[src/hdl/fsss_pkg.sv]
`timescale 1ns / 1ps
// ----------------------------------------------------------------------------
// fsss_pkg
// Shared types, constants and the segment glyph table for the four-digit
// seven-segment scanner.
// ----------------------------------------------------------------------------
package fsss_pkg;

  localparam int DIGITS  = 4;
  localparam int POS_W   = 2;
  localparam int SEG_W   = 8;
  localparam int VALUE_W = 17;
  localparam int DATA_W  = 16;
  localparam int MAG_W   = 14;
  localparam int QUO_W   = 11;
  localparam int CFG_W   = 2;

  // Reciprocal of ten: floor(x / 10) == (x * RECIP) >> RECIP_SHIFT for x < 43699
  localparam int RECIP_W     = 16;
  localparam int PROD_W      = MAG_W + RECIP_W;
  localparam int RECIP_SHIFT = 19;
  localparam logic [RECIP_W-1:0] RECIP = 16'd52429;

  // Decimal display limits
  localparam logic signed [VALUE_W-1:0] DEC_MAX = 17'sd9999;
  localparam logic signed [VALUE_W-1:0] DEC_MIN = -17'sd999;

  // Special segment patterns, A..G,P from bit 7 down
  localparam logic [SEG_W-1:0] SEG_BLANK = 8'h00;
  localparam logic [SEG_W-1:0] SEG_MINUS = 8'h02;
  localparam logic [SEG_W-1:0] SEG_TOP   = 8'h80;
  localparam logic [SEG_W-1:0] SEG_LOW   = 8'h10;

  // Configuration register indexes
  localparam logic [CFG_W-1:0] CFG_HEX_MODE       = 2'd0;
  localparam logic [CFG_W-1:0] CFG_COMMON_CATHODE = 2'd1;

  // What the back end has to do with one tick
  typedef enum logic [2:0] {
    K_SHOW,     // show a kept pattern (digits 1 to 3)
    K_HEX,      // refill from four nibbles
    K_OVER,     // refill with top bars
    K_UNDER,    // refill with underscores
    K_DEC_POS,  // refill with a non-negative decimal
    K_DEC_NEG   // refill with a negative decimal
  } kind_e;

  typedef struct packed {
    kind_e             kind;
    logic [POS_W-1:0]  pos;
    logic [DATA_W-1:0] data;  // raw nibbles in hex, magnitude in decimal
  } entry_t;

  function automatic logic [SEG_W-1:0] glyph(input logic [3:0] nib);
    logic [SEG_W-1:0] seg;
    case (nib)
      4'h0: seg = 8'hFC;
      4'h1: seg = 8'h60;
      4'h2: seg = 8'hDA;
      4'h3: seg = 8'hF2;
      4'h4: seg = 8'h66;
      4'h5: seg = 8'hB6;
      4'h6: seg = 8'hBE;
      4'h7: seg = 8'hE0;
      4'h8: seg = 8'hFE;
      4'h9: seg = 8'hF6;
      4'hA: seg = 8'hEE;
      4'hB: seg = 8'h3E;
      4'hC: seg = 8'h9C;
      4'hD: seg = 8'h7A;
      4'hE: seg = 8'h9E;
      default: seg = 8'h8E;
    endcase
    return seg;
  endfunction

endpackage

[src/hdl/fsss_front.sv]
`timescale 1ns / 1ps
// ----------------------------------------------------------------------------
// fsss_front
// Accepts refresh ticks, tracks the scan position and classifies each tick
// for the back end (show kept pattern, hex, overflow marks or decimal).
// ----------------------------------------------------------------------------
module fsss_front import fsss_pkg::*; (
  input  logic                      clk_i,
  input  logic                      rst_ni,
  input  logic                      in_valid_i,
  output logic                      in_stall_o,
  input  logic signed [VALUE_W-1:0] shown_value_i,
  input  logic                      hex_mode_i,
  input  logic                      full_i,
  output logic                      push_o,
  output entry_t                    entry_o
);

  logic [POS_W-1:0]          pos_q, pos_d;
  logic signed [VALUE_W-1:0] neg_value;
  logic signed [VALUE_W-1:0] abs_value;

  assign in_stall_o = full_i;
  assign push_o     = in_valid_i && !full_i;

  // Classify the tick
  always_comb begin
    neg_value     = -shown_value_i;
    abs_value     = shown_value_i[VALUE_W-1] ? neg_value : shown_value_i;
    entry_o.pos   = pos_q;
    entry_o.data  = {{(DATA_W-MAG_W){1'b0}}, abs_value[MAG_W-1:0]};
    if (pos_q != '0) begin
      entry_o.kind = K_SHOW;
    end else if (hex_mode_i) begin
      entry_o.kind = K_HEX;
      entry_o.data = shown_value_i[DATA_W-1:0];
    end else if (shown_value_i > DEC_MAX) begin
      entry_o.kind = K_OVER;
    end else if (shown_value_i < DEC_MIN) begin
      entry_o.kind = K_UNDER;
    end else if (shown_value_i[VALUE_W-1]) begin
      entry_o.kind = K_DEC_NEG;
    end else begin
      entry_o.kind = K_DEC_POS;
    end
  end

  // Advance the scan position on each transaction
  always_comb begin
    pos_d = pos_q;
    if (push_o) begin
      pos_d = (pos_q == POS_W'(DIGITS - 1)) ? '0 : pos_q + 1'b1;
    end
  end

  always_ff @(posedge clk_i or negedge rst_ni) begin
    if (!rst_ni) begin
      pos_q <= '0;
    end else begin
      pos_q <= pos_d;
    end
  end

endmodule

[src/hdl/fsss_queue.sv]
`timescale 1ns / 1ps
// ----------------------------------------------------------------------------
// fsss_queue
// Small first-in first-out queue of classified ticks between front and back.
// ----------------------------------------------------------------------------
module fsss_queue import fsss_pkg::*; #(
  parameter int DEPTH = 2
) (
  input  logic   clk_i,
  input  logic   rst_ni,
  input  logic   push_i,
  input  entry_t entry_i,
  output logic   full_o,
  input  logic   pop_i,
  output logic   valid_o,
  output entry_t entry_o
);

  localparam int PTR_W = (DEPTH > 1) ? $clog2(DEPTH) : 1;
  localparam int CNT_W = $clog2(DEPTH + 1);

  entry_t             mem_q [DEPTH];
  logic [PTR_W-1:0]   wr_ptr_q, rd_ptr_q;
  logic [CNT_W-1:0]   count_q;

  assign full_o  = (count_q == CNT_W'(DEPTH));
  assign valid_o = (count_q != '0);
  assign entry_o = mem_q[rd_ptr_q];

  // Write the entry at the tail
  always_ff @(posedge clk_i) begin
    if (push_i) begin
      mem_q[wr_ptr_q] <= entry_i;
    end
  end

  // Advance pointers and fill count
  always_ff @(posedge clk_i or negedge rst_ni) begin
    if (!rst_ni) begin
      wr_ptr_q <= '0;
      rd_ptr_q <= '0;
      count_q  <= '0;
    end else begin
      if (push_i) begin
        wr_ptr_q <= (wr_ptr_q == PTR_W'(DEPTH - 1)) ? '0 : wr_ptr_q + 1'b1;
      end
      if (pop_i) begin
        rd_ptr_q <= (rd_ptr_q == PTR_W'(DEPTH - 1)) ? '0 : rd_ptr_q + 1'b1;
      end
      if (push_i && !pop_i) begin
        count_q <= count_q + 1'b1;
      end else if (pop_i && !push_i) begin
        count_q <= count_q - 1'b1;
      end
    end
  end

endmodule

[src/hdl/fsss_back.sv]
`timescale 1ns / 1ps
// ----------------------------------------------------------------------------
// fsss_back
// Fills the pattern store (hex, overflow marks, or decimal digits one per
// cycle by reciprocal multiply) and drives the registered output transaction.
// ----------------------------------------------------------------------------
module fsss_back import fsss_pkg::*; (
  input  logic               clk_i,
  input  logic               rst_ni,
  input  logic               common_cathode_i,
  input  logic               head_valid_i,
  input  entry_t             head_i,
  output logic               pop_o,
  output logic               out_valid_o,
  input  logic               out_stall_i,
  output logic [SEG_W-1:0]   segment_lines_o,
  output logic [DIGITS-1:0]  digit_enables_o,
  output logic [POS_W-1:0]   digit_position_o
);

  typedef enum logic [1:0] {
    ST_TAKE,
    ST_CONV,
    ST_EMIT
  } state_e;

  state_e             state_q;
  logic [SEG_W-1:0]   store_q [DIGITS];
  logic [MAG_W-1:0]   mag_q;
  logic [POS_W-1:0]   idx_q;
  logic               neg_q;
  logic               out_valid_q;
  logic [SEG_W-1:0]   seg_q;
  logic [DIGITS-1:0]  en_q;
  logic [POS_W-1:0]   pos_q;

  logic               out_free;
  logic               out_load;
  logic               is_dec;
  logic [SEG_W-1:0]   fill_pat [DIGITS];
  logic [PROD_W-1:0]  prod;
  logic [QUO_W-1:0]   quo;
  logic [MAG_W-1:0]   rem_full;
  logic [SEG_W-1:0]   conv_pat;

  // Apply display polarity to a pattern and a position
  function automatic logic [SEG_W+DIGITS-1:0] polar(input logic [SEG_W-1:0] seg,
                                                     input logic [POS_W-1:0] pos,
                                                     input logic cc);
    logic [DIGITS-1:0] en;
    en = DIGITS'(1) << pos;
    return cc ? {seg, ~en} : {~seg, en};
  endfunction

  assign out_free = !out_valid_q || !out_stall_i;
  assign is_dec   = (head_i.kind == K_DEC_POS) || (head_i.kind == K_DEC_NEG);
  assign pop_o    = (state_q == ST_TAKE) && head_valid_i && (is_dec || out_free);
  assign out_load = (pop_o && !is_dec) || ((state_q == ST_EMIT) && out_free);

  // Build the fill patterns for hex and overflow ticks
  always_comb begin
    for (int i = 0; i < DIGITS; i++) begin
      case (head_i.kind)
        K_OVER:  fill_pat[i] = SEG_TOP;
        K_UNDER: fill_pat[i] = SEG_LOW;
        default: fill_pat[i] = glyph(head_i.data[4*(DIGITS-1-i) +: 4]);
      endcase
    end
  end

  // Take one decimal digit off the magnitude
  always_comb begin
    prod     = PROD_W'(mag_q) * PROD_W'(RECIP);
    quo      = prod[RECIP_SHIFT +: QUO_W];
    rem_full = mag_q - MAG_W'({quo, 3'b000}) - MAG_W'({quo, 1'b0});
    if (mag_q != '0) begin
      conv_pat = glyph(rem_full[3:0]);
    end else if (idx_q == POS_W'(DIGITS - 1)) begin
      conv_pat = glyph(4'h0);
    end else begin
      conv_pat = SEG_BLANK;
    end
  end

  // Sequence the back end and hold the output transaction
  always_ff @(posedge clk_i or negedge rst_ni) begin
    if (!rst_ni) begin
      state_q     <= ST_TAKE;
      out_valid_q <= 1'b0;
      mag_q       <= '0;
      idx_q       <= '0;
      neg_q       <= 1'b0;
      seg_q       <= '0;
      en_q        <= '0;
      pos_q       <= '0;
      for (int i = 0; i < DIGITS; i++) begin
        store_q[i] <= SEG_BLANK;
      end
    end else begin
      out_valid_q <= out_load || (out_valid_q && out_stall_i);
      unique case (state_q)
        ST_TAKE: begin
          if (pop_o) begin
            unique case (head_i.kind) inside
              K_SHOW: begin
                {seg_q, en_q} <= polar(store_q[head_i.pos], head_i.pos, common_cathode_i);
                pos_q         <= head_i.pos;
              end
              K_HEX, K_OVER, K_UNDER: begin
                for (int i = 0; i < DIGITS; i++) begin
                  store_q[i] <= fill_pat[i];
                end
                {seg_q, en_q} <= polar(fill_pat[0], '0, common_cathode_i);
                pos_q         <= '0;
              end
              default: begin
                mag_q   <= head_i.data[MAG_W-1:0];
                neg_q   <= (head_i.kind == K_DEC_NEG);
                idx_q   <= POS_W'(DIGITS - 1);
                state_q <= ST_CONV;
              end
            endcase
          end
        end
        ST_CONV: begin
          store_q[idx_q] <= (idx_q == '0 && neg_q) ? SEG_MINUS : conv_pat;
          mag_q          <= MAG_W'(quo);
          idx_q          <= idx_q - 1'b1;
          if (idx_q == '0) begin
            state_q <= ST_EMIT;
          end
        end
        ST_EMIT: begin
          if (out_free) begin
            {seg_q, en_q} <= polar(store_q[0], '0, common_cathode_i);
            pos_q         <= '0;
            state_q       <= ST_TAKE;
          end
        end
        default: begin
          state_q <= ST_TAKE;
        end
      endcase
    end
  end

  assign out_valid_o      = out_valid_q;
  assign segment_lines_o  = seg_q;
  assign digit_enables_o  = en_q;
  assign digit_position_o = pos_q;

endmodule

[src/hdl/four_digit_seven_segment_scanner_top.sv]
`timescale 1ns / 1ps
// ----------------------------------------------------------------------------
// four_digit_seven_segment_scanner_top
// Multiplexed four-digit seven-segment driver: one refresh tick in, one
// digit's segments and enables out.
// ----------------------------------------------------------------------------
//  channel | handshake               | payload
//  --------+-------------------------+------------------------------------------
//  in      | in_valid_i / in_stall_o | shown_value_i
//  out     | out_valid_o/out_stall_i | segment_lines_o, digit_enables_o,
//          |                         | digit_position_o
//  cfg     | cfg_valid_i/cfg_ready_o | cfg_index_i, cfg_data_i
//
// Ticks for digits 1 to 3 and hex or overflow ticks for digit 0 are loaded
// into the output register as the back end takes them. A decimal tick for
// digit 0 is taken, makes four passes through the shared divide-by-ten unit
// (one digit per cycle) and is then loaded into the output register.
// Reset needs no clearing pass: digit 0 comes first and rewrites the store.
// A queue of QUEUE_DEPTH ticks and the output register let input and output
// stall independently.
// ----------------------------------------------------------------------------
module four_digit_seven_segment_scanner_top import fsss_pkg::*; #(
  parameter int QUEUE_DEPTH = 2
) (
  input  logic                      clk_i,
  input  logic                      rst_ni,
  input  logic                      in_valid_i,
  output logic                      in_stall_o,
  input  logic signed [VALUE_W-1:0] shown_value_i,
  output logic                      out_valid_o,
  input  logic                      out_stall_i,
  output logic [SEG_W-1:0]          segment_lines_o,
  output logic [DIGITS-1:0]         digit_enables_o,
  output logic [POS_W-1:0]          digit_position_o,
  input  logic                      cfg_valid_i,
  output logic                      cfg_ready_o,
  input  logic [CFG_W-1:0]          cfg_index_i,
  input  logic                      cfg_data_i
);

  logic   hex_mode_q;
  logic   common_cathode_q;
  logic   push;
  logic   full;
  logic   pop;
  logic   head_valid;
  entry_t push_entry;
  entry_t head_entry;

  assign cfg_ready_o = 1'b1;

  // Hold configuration registers
  always_ff @(posedge clk_i or negedge rst_ni) begin
    if (!rst_ni) begin
      hex_mode_q       <= 1'b0;
      common_cathode_q <= 1'b1;
    end else if (cfg_valid_i && cfg_ready_o) begin
      case (cfg_index_i)
        CFG_HEX_MODE:       hex_mode_q       <= cfg_data_i;
        CFG_COMMON_CATHODE: common_cathode_q <= cfg_data_i;
        default: ;
      endcase
    end
  end

  fsss_front u_front (
    .clk_i         (clk_i),
    .rst_ni        (rst_ni),
    .in_valid_i    (in_valid_i),
    .in_stall_o    (in_stall_o),
    .shown_value_i (shown_value_i),
    .hex_mode_i    (hex_mode_q),
    .full_i        (full),
    .push_o        (push),
    .entry_o       (push_entry)
  );

  fsss_queue #(
    .DEPTH (QUEUE_DEPTH)
  ) u_queue (
    .clk_i   (clk_i),
    .rst_ni  (rst_ni),
    .push_i  (push),
    .entry_i (push_entry),
    .full_o  (full),
    .pop_i   (pop),
    .valid_o (head_valid),
    .entry_o (head_entry)
  );

  fsss_back u_back (
    .clk_i            (clk_i),
    .rst_ni           (rst_ni),
    .common_cathode_i (common_cathode_q),
    .head_valid_i     (head_valid),
    .head_i           (head_entry),
    .pop_o            (pop),
    .out_valid_o      (out_valid_o),
    .out_stall_i      (out_stall_i),
    .segment_lines_o  (segment_lines_o),
    .digit_enables_o  (digit_enables_o),
    .digit_position_o (digit_position_o)
  );

  // Back end only takes transactions the queue holds
  a_pop_has_head: assert property (@(posedge clk_i) disable iff (!rst_ni)
    pop |-> head_valid)
    else $error("back end popped an empty queue");

  // Exactly the current digit is enabled, in the configured polarity
  a_enable_matches_pos: assert property (@(posedge clk_i) disable iff (!rst_ni)
    out_valid_o |-> ((common_cathode_q ? ~digit_enables_o : digit_enables_o)
                     == (DIGITS'(1) << digit_position_o)))
    else $error("digit enable does not match digit position");

endmodule

[config.mk]
export PLATFORM = sky130hd
export DESIGN_NAME = four_digit_seven_segment_scanner_top
export DESIGN_NICKNAME = d
export VERILOG_FILES = /design/src/hdl/fsss_pkg.sv /design/src/hdl/fsss_front.sv /design/src/hdl/fsss_queue.sv /design/src/hdl/fsss_back.sv /design/src/hdl/four_digit_seven_segment_scanner_top.sv
export SDC_FILE = /design/constraint.sdc
export NUM_CORES = 1
export LEC_CHECK = 0
export BUFFER_PORTS_ARGS = -buffer_cell sky130_fd_sc_hd__buf_2
export CORE_MARGIN = 10
export CORE_UTILIZATION = 60
export CTS_CLUSTER_DIAMETER = 80
export DETAILED_ROUTE_END_ITERATION = 8
export GPL_ROUTABILITY_DRIVEN = 0
export GPL_TIMING_DRIVEN = 0
export PLACE_DENSITY_LB_ADDON = 0.2
export SKIP_LAST_GASP = 1
export SYNTH_ARGS = -nofsm -noshare
export SYNTH_HDL_FRONTEND = slang
export SYNTH_SLANG_ARGS = --single-unit
[constraint.sdc]
create_clock -name clk_i -period 8.9 [get_ports clk_i]
set_input_delay 0.89 -clock clk_i [delete_from_list [all_inputs] [get_ports clk_i]]
set_output_delay 0.89 -clock clk_i [all_outputs]
set_load 0.02 [all_outputs]
# Word-level counts from Yosys, hierarchy flattened
# Memories as Yosys holds them, arrays and structs flattened.
# Index checks and enable logic that the tools add are counted.
# word_totals
n_memories,6
ram_bits,42
output_inout_bits,17
elab_cells,160
mem_bits_ro,560
input_bits,25
register_bits,74
# classes
mux,56
shift,1
reduce_logical,40
bitwise_logic,7
n_addsub,9
multipliers,1
eq_ne,17
n_lt_le_gt_ge,5
# memory_table
name,depth,width,rd,rd_clocked_by_memory_dff,wr,line_no,source
(no name shown),16,7,1,0,0,fsss_pkg.sv:56,case (nib)
(no name shown),16,7,1,0,0,fsss_pkg.sv:56,
(no name shown),16,7,1,0,0,fsss_pkg.sv:56,
(no name shown),16,7,1,0,0,fsss_pkg.sv:56,
(no name shown),16,7,1,0,0,fsss_pkg.sv:56,
u_queue.mem_q,2,21,1,0,1,fsss_queue.sv:22,entry_t mem_q [DEPTH];
# op_table
operator,count
8-bit one-hot mux with 2 select lines,6
32-bit two-way mux,2
8-bit two-way mux,8
32-bit one-hot mux with 2 select lines,1
14-bit two-way mux,3
12-bit two-way mux,3
32-bit bitwise mux,1
16-bit two-way mux,2
14-bit by 16-bit multiplier with 30-bit output (second input constant),1
14-bit one-hot mux with 2 select lines,1
8-bit inverter,3
2-bit two-way mux,10
17-bit by 15-bit greater-than comparator with 1-bit output (second input constant),1
17-bit by 11-bit less-than comparator with 1-bit output (second input constant),1
8-bit binary-select mux with 2-bit select,1
8-bit demux with 2-bit select,1
4-bit one-hot mux with 2 select lines,2
14-bit negator,1
14-bit nonzero test,1
3-bit two-way mux,4
2-bit one-hot mux with 2 select lines,3
1-bit logical AND,10
2-bit nonzero test,5
3-bit AND reduction,3
other kinds (29),62

# Logic depth before layout (Yosys ltp)
# Gate-level depths: netlist of run 1.
# An unclocked memory read counts as a cell.
# logic_depth
depth_word,10
depth_mapped,29
depth_no_buf,27

# Modules after synthesis
# A second synthesis of run 1 with hierarchy kept.
# unflattened
hier_cells,1083
hier_area_um2,10553.9
# modules_own_cells
module,seq_area_each_um2,area_each_um2,cells_each,instances
fsss_back,1551.5,8140.3,910,1
fsss_queue,1361.3,1709.1,81,1
fsss_front,50.0,595.6,84,1
four_digit_seven_segment_scanner_top,51.3,108.9,8,1

# Worst setup path before layout of run 1
# No wires, ideal clock.
# synth_path
path_kind,reg2reg
startpoint,register u_back.mag_q[12]
endpoint,register u_back.store_q[12] in the netlist's numbering
path_stages_with_launch,28
slack_ps,2248
n_path_buf,2
synth_period_minus_slack_ps,6652
t_arrival_ps,6568
cell_sequence,dfrtp_1 > inv_1 > ha_1 > inv_1 > fa_1 > fa_1 > fa_1 > inv_1 > fa_1 > inv_1 > fa_1 > inv_1 > ha_1 > nand3_1 > nor2_1 > nand3_1 > nor3_1 > a211oi_1 > xnor2_1 > ha_1 > and2_1 > or4_4 > and3_4 > buf_6 > or2_1 > buf_6 > mux4_2 > a41oi_2
# synth_between
elab_chain_cells,8
elab_cells_between_ends,9
cone_classes,2 x add/sub; 1 x mul; 4 x mux; 1 x reduce/logical; 1 x memory
# synth_rtl
item,line_no,source
start: declaration,fsss_back.sv:29,logic [MAG_W-1:0] mag_q;
start signal: assignment,fsss_back.sv:117,mag_q <= head_i.data[MAG_W-1:0];
start signal: assignment,fsss_back.sv:127,mag_q <= MAG_W'(quo);
14-bit by 16-bit multiplier with 30-bit output,fsss_back.sv:73,prod = PROD_W'(mag_q) * PROD_W'(RECIP);
4-bit subtractor (2 in a row),fsss_back.sv:75,"rem_full = mag_q - MAG_W'({quo, 3'b000}) - MAG_W'({quo, 1'b0});"
memory read 16 x 7 bit,--,
8-bit two-way mux *,fsss_back.sv:76,if (mag_q != '0) begin
8-bit two-way mux *,fsss_back.sv:126,store_q[idx_q] <= (idx_q == '0 && neg_q) ? SEG_MINUS : conv_pat;
32-bit bitwise mux *,fsss_back.sv:126,
32-bit one-hot mux with 2 select lines *,fsss_back.sv:101,unique case (state_q)
end signal: indexed assignment,fsss_back.sv:111,store_q[i] <= fill_pat[i];
end signal: indexed assignment,fsss_back.sv:126,
end: declaration,fsss_back.sv:28,logic [SEG_W-1:0] store_q [DIGITS];
# Every way passes the cells marked *; elsewhere a longest branch is shown, timed or not.
# A chain may end at the register's enable or synchronous reset.

# Worst setup path after layout of run 1
# layout_path
startpoint,register u_back.mag_q[8]
endpoint,register u_back.store_q[9] in the netlist's numbering
# The elaborated chain is that of the path after synthesis.

==> summary.md, run 1 <==
| Metric | Value |
|---|---|
| Initial Util | 61.4% |
| Mean post-synth cell area | 9.61 um2 |
| Hpwl dp | 19400 um |
| Vias post-DR | 7974 |
| HP Start | u_back.digit_enables_o[3] |
| Cell Rows | 47 |
| Clock buffer depth | 2 |
| Post-synth top cells | 149 x ha_1, 119 x inv_1, 86 x nand2_1 |
| Core box area | 0.0166 mm2 |
| Hold Path Sink | u_back.digit_enables_o[3] |
| #FFs+latches synth | 112 |
| Post-layout worst setup margin | 1.27 ns |
| RSZ-0062 raised after global routing | no |
| Fill cells | 1330 |
| Status | completed |
| Yosys top cell area share | 18.2% |
| Critical-path maximum fanout | 7 |
| Post-synth top flop | dfrtp_1 |
| Final setup vio count | 0 |
| Worst path slowest cell | fa_1 |
| Antenna Nets Post-Route | 0 |
| Layout cells sized above 1 | 8.03% |
| Setup crit start kind | register |
| Post-place setup slack | 1.31 ns |
| # hold bufs at CTS | 0 |
| Final clock skew | 0.00928 ns |
| Area contributors post-synth | ha_1 18%, dfrtp_1 17%, edfxtp_1 12% |
| Chip Height | 151 um |
| GRT overflow | 0 |
| Depth of the CTS H-tree | 3 |
| RR Startpoint | u_back.mag_q[8] |
| CTS resizes | 0 |
| Vias in the first global route | 7682 |
| Mapped cell area | 0.0102 mm2 |
| Arr. time, crit path | 7.83 ns |
| Max incr delay on CP | 0.59 ns |
| Die span in x | 151 um |
| Register area share after synthesis | 29.5% |
| Final period util | 85.7% |
| Setup TNS | 0 ns |
| Hold Fails Final Rpt | 0 |
| Largest net degree at the start of global routing | 71 |
| Final Slew Violations | 0 |
| Final instance area | 0.0110 mm2 |
| WP data required | 9.10 ns |
| CP delay by family, top | adder cells |
| GRT Util Overall | 21.3% |
| WL/cell | 17.7 um |
| Post-synth ARST share | 62.5% |
| Post-CTS Setup Bufs | 0 |
| First-pass GRT wire length | 38900 um |
| Max frequency | 131 MHz |
| Synth area leader | ha_1 |
| Clk sinks | 112 |
| Final wirelength | 23700 um |
| Initial antenna violation count | 0 |
| DP Area | 0.0107 mm2 |
| Number of flops mapped to enable cells by yosys | 42 |
| Setup CP Type | reg -> reg |
| Final core utilization | 66.2% |
| Port Buffers | 40 |
| Worst hold path class | reg -> reg |
| Yosys warnings | 0 |
| Iteration-0 DRC Markers | 741 |
| Final-stage net count | 1344 |
| Vias per inst | 5.95 |
| Diode count | 0 |
| Tmin final | 7.63 ns |
| DRC Markers | 0 |
| Area delta synth->final | 7.84% |
| Reg2reg end | u_back.store_q[9] |
| Top-count cell post-synth | ha_1 |
| CP Capture Type | register |
| CTS tree | done |
| Worst-Skew Late Latency | 0.35 ns |
| Clk pin slew, worst setup/hold paths | 0.08 ns |
| Hold path cells | 2 |
| Post-synth cell types | 73 |
| Slew headroom | 37.9% |
| Pre-antenna DRT Iters | 6 |
| Max Cap Violations | 0 |
| Die footprint | 0.0227 mm2 |
| Ports | 42 |
| Gate Count Post-Synth | 1063 |
| Post-Syn Nets | 1291 |
| Cts bufs inserted | 9 |
| Clock root cell | clkbuf_16 |
| R2R cell count | 27 |
| CP bufs+invs | 7 |
| Slew @ Worst Pin | 0.932 ns |
| Flop2flop setup slack | 1.27 ns |
## layout by cell type (no fill, tap or decap), types with 28 or more instances in the layout
cell | synthesis | final
a21oi_1 | 69 | 69
buf_2 | 2 | 41
dfrtp_1 | 69 | 69
edfxtp_1 | 42 | 42
fa_1 | 54 | 54
ha_1 | 149 | 149
inv_1 | 119 | 119
mux2i_1 | 28 | 28
nand2_1 | 86 | 86
nor2_1 | 79 | 78
o21ai_0 | 67 | 67
## worst max path at each step
stage,to,start,slack (ns),cells past startpoint
global route,u_back.store_q[26],u_back.mag_q[8],0.89,26
finish,u_back.store_q[9],u_back.mag_q[8],1.27,27
global placement,u_back.store_q[17],u_back.mag_q[8],1.37,27
floorplan,u_back.store_q[12],u_back.mag_q[12],2.25,27
CTS,u_back.store_q[9],u_back.mag_q[8],1.29,27
detailed placement,u_back.store_q[9],u_back.mag_q[8],1.31,27
## sequential cells by signal, indices dropped and copies added, names as in the netlist, 2 cells and up
| register | count |
|---|---|
| u_queue.mem_q | 42 |
| u_back.store_q | 28 |
| u_back.mag_q | 14 |
| u_back.segment_lines_o | 8 |
| u_back.digit_enables_o | 4 |
| u_back.digit_position_o | 2 |
| u_back.idx_q | 2 |
| u_back.state_q | 2 |
| u_front.pos_q | 2 |
| u_queue.count_q | 2 |
## stage by stage
| stage | instances | hold slack, ns |
|---|---|---|
| final | 1341 | 0.477 |
| after global routing | 1341 | 0.502 |
| after CTS | 1341 | 0.485 |
| after detailed placement | 1325 | 0.466 |
| after global placement | 1323 | 0.453 |
| after floorplan | 1063 | 0.456 |
## cell type report
class	count	area (um2)	share of cell area, %
Tap cell	220	275	2.50
Timing Repair Buffer	42	245	2.23
Clock buffer	11	234	2.12
Inverter	119	447	4.05
Multi-Input combinational cell	803	6630	60.2
Buffer	29	130	1.18
Clock inverter	5	43.8	0.397
Sequential cell	112	3010	27.4
## logic make-up (layout without fill, tap and decap cells)
group / Yosys count / in the layout / share of synthesized area (%)
compound gates: 257 / 257 / 16.0
xor+xnor: 48 / 48 / 4.25
fa+ha+maj: 203 / 203 / 28.8
buf+inv: 148 / 206 / 5.64
flops: 112 / 112 / 29.5
mux: 39 / 39 / 4.17
other cells: 1 / 1 / 0.0367
simple gates: 255 / 255 / 11.6
## layer usage
layer | routed length (um) | track usage (%)
met1 | 11500 | 31.3
met2 | 10500 | 32.8
met4 | 209 | 3.35
met5 | 0 | 0
met3 | 1530 | 3.63
## tightest hold or removal path, stage by stage (launching register included)
cell,delay [ns]
dfrtp_1,0.34
nand2_1,0.04
o21ai_0,0.06
Power of run 1 is left out: the tool's default activity adds up to more than one toggle a clock period on the data nets, which glitch-free logic cannot reach.
==> inputs of run 2 (changes only) <==
--- a/config.mk
+++ b/config.mk
@@ -6,6 +6,7 @@
 export NUM_CORES = 1
 export LEC_CHECK = 0
 export BUFFER_PORTS_ARGS = -buffer_cell sky130_fd_sc_hd__buf_2
+export CORE_ASPECT_RATIO = 0.8
 export CORE_MARGIN = 10
 export CORE_UTILIZATION = 60
 export CTS_CLUSTER_DIAMETER = 80
@@ -13,6 +14,7 @@
 export GPL_ROUTABILITY_DRIVEN = 0
 export GPL_TIMING_DRIVEN = 0
 export PLACE_DENSITY_LB_ADDON = 0.2
+export SETUP_SLACK_MARGIN = 0.5
 export SKIP_LAST_GASP = 1
 export SYNTH_ARGS = -nofsm -noshare
 export SYNTH_HDL_FRONTEND = slang
==> summary.md, run 2 (same netlist as run 1, synthesis figures left out) <==
| Metric | Value |
|---|---|
| Setup TNS | 0 ns |
| Largest register FFs | 42 |
| Largest net degree at the start of global routing | 71 |
| Tmin final | 7.70 ns |
| First-pass GRT wire length | 40100 um |
| Most frequent cells in the layout | 149 x ha_1, 119 x inv_1, 86 x nand2_1, 78 x nor2_1 |
| # hold bufs at CTS | 0 |
| Max frequency | 130 MHz |
| Setup CP Type | reg -> reg |
| Status | completed |
| Clk pin slew, worst setup/hold paths | 0.08 ns |
| Cell Rows | 42 |
| Antenna Nets Post-Route | 0 |
| Setup crit start kind | register |
| GRT overflow | 0 |
| Ports | 42 |
| Final wirelength | 24700 um |
| Vias post-DR | 8073 |
| Biggest regs | u_queue.mem_q (42), u_back.store_q (28), u_back.mag_q (14) |
| Layout cells sized above 1 | 8.03% |
| Multi-input logic area | 0.00663 mm2 |
| Vias in the first global route | 7616 |
| CTS tree | done |
| Slew headroom | 32.9% |
| Arr. time, crit path | 7.90 ns |
| Clock buffer depth | 2 |
| Initial antenna violation count | 0 |
| Post-place setup slack | 1.23 ns |
| Hpwl dp | 20100 um |
| Final core utilization | 66.5% |
| Worst hold path class | reg -> reg |
| Clk sinks | 112 |
| CP Capture Type | register |
| Critical-path maximum fanout | 7 |
| RSZ-0062 raised after global routing | no |
| Die span in x | 166 um |
| Hold Fails Final Rpt | 0 |
| Cts bufs inserted | 9 |
| Chip Height | 137 um |
| Port Buffers | 40 |
| Diode count | 0 |
| Final Slew Violations | 0 |
| Post-layout worst setup margin | 1.20 ns |
| Final setup vio count | 0 |
| Depth of the CTS H-tree | 3 |
| Commonest non-fill, non-tap cell in the layout | ha_1 |
| Clock root cell | clkbuf_16 |
| Final clock skew | 0.00815 ns |
| Final period util | 86.5% |
| DRC Markers | 0 |
| Initial Util | 61.5% |
| Area delta synth->final | 7.99% |
| Worst-Skew Late Latency | 0.35 ns |
| Slew @ Worst Pin | 0.979 ns |
| Reg with most FFs | u_queue.mem_q |
| Final-stage net count | 1344 |
| Max Cap Violations | 0 |
| Vias per inst | 6.02 |
| Pre-antenna DRT Iters | 5 |
| Fill cells | 1374 |
| Fin cells | 1341 |
| CTS resizes | 0 |
| Iteration-0 DRC Markers | 586 |
| Die footprint | 0.0227 mm2 |
| GRT Util Overall | 21.5% |
| Placed Cells incl. Taps | 1325 |
| Post-CTS Setup Bufs | 0 |
| Core box area | 0.0166 mm2 |
| WP data required | 9.11 ns |
| WL/cell | 18.4 um |
| FF+latch area | 0.00301 mm2 |
## run 2: path summary, 6_finish.rpt
kind	startpoint	endpoint	depth (start not counted)	slack (ns)
min reg2reg	u_back.digit_enables_o[2]	u_back.digit_enables_o[2]	2	0.47
max reg2reg	u_back.mag_q[8]	u_back.store_q[19]	26	1.20
min in group asynchronous	rst_ni	u_back.mag_q[0]	2	0.55
max in group asynchronous	rst_ni	common_cathode_q	2	8.02
min	u_back.digit_enables_o[2]	u_back.digit_enables_o[2]	2	0.47
max	u_back.mag_q[8]	u_back.store_q[19]	26	1.20
## run 2: worst max-delay path, cell delays in order (launching register included)
cell and delay [ns]:
dfrtp_1 0.56, inv_1 0.15, ha_1 0.35, inv_1 0.06, fa_1 0.59, fa_1 0.47
fa_1 0.54, inv_1 0.05, fa_1 0.50, inv_1 0.07, fa_1 0.49, inv_1 0.04
ha_1 0.30, nand3_1 0.08, nor2_1 0.20, nand3_1 0.11, nor3_1 0.29, a211oi_1 0.10
xnor2_1 0.28, ha_1 0.34, and2_1 0.17, or4_4 0.43, a21oi_1 0.42, or2_1 0.18
buf_6 0.12, mux2i_1 0.44, o21ai_0 0.19
## run 2: metal layers
layer,vias up,wire length [um],track usage [%]
li1,3857,-,-
met1,3869,12300,32.6
met2,330,10300,31.2
met3,17,1940,4.76
met4,0,155,3.05
met5,-,0,0
## run 2: cell type report
class,instances,share of cell area (%)
sequential,112,27.3
clock inverter,6,0.476
inverter,119,4.05
clock buffer,10,2.07
timing repair buffer,42,2.34
multi-input combinational,803,60.1
buffer,29,1.18
tap,220,2.49
## run 2: through the flow
| step | instance area [um2] | hold WS (ns) |
|---|---|---|
| 2_1_floorplan | 10200 | 0.456 |
| 3_3_place_gp | 10700 | 0.457 |
| 3_5_place_dp | 10800 | 0.465 |
| 4_1_cts | 11000 | 0.482 |
| 5_1_grt | 11000 | 0.508 |
| 6_report | 11000 | 0.474 |
Power of run 2 is left out for the same reason.
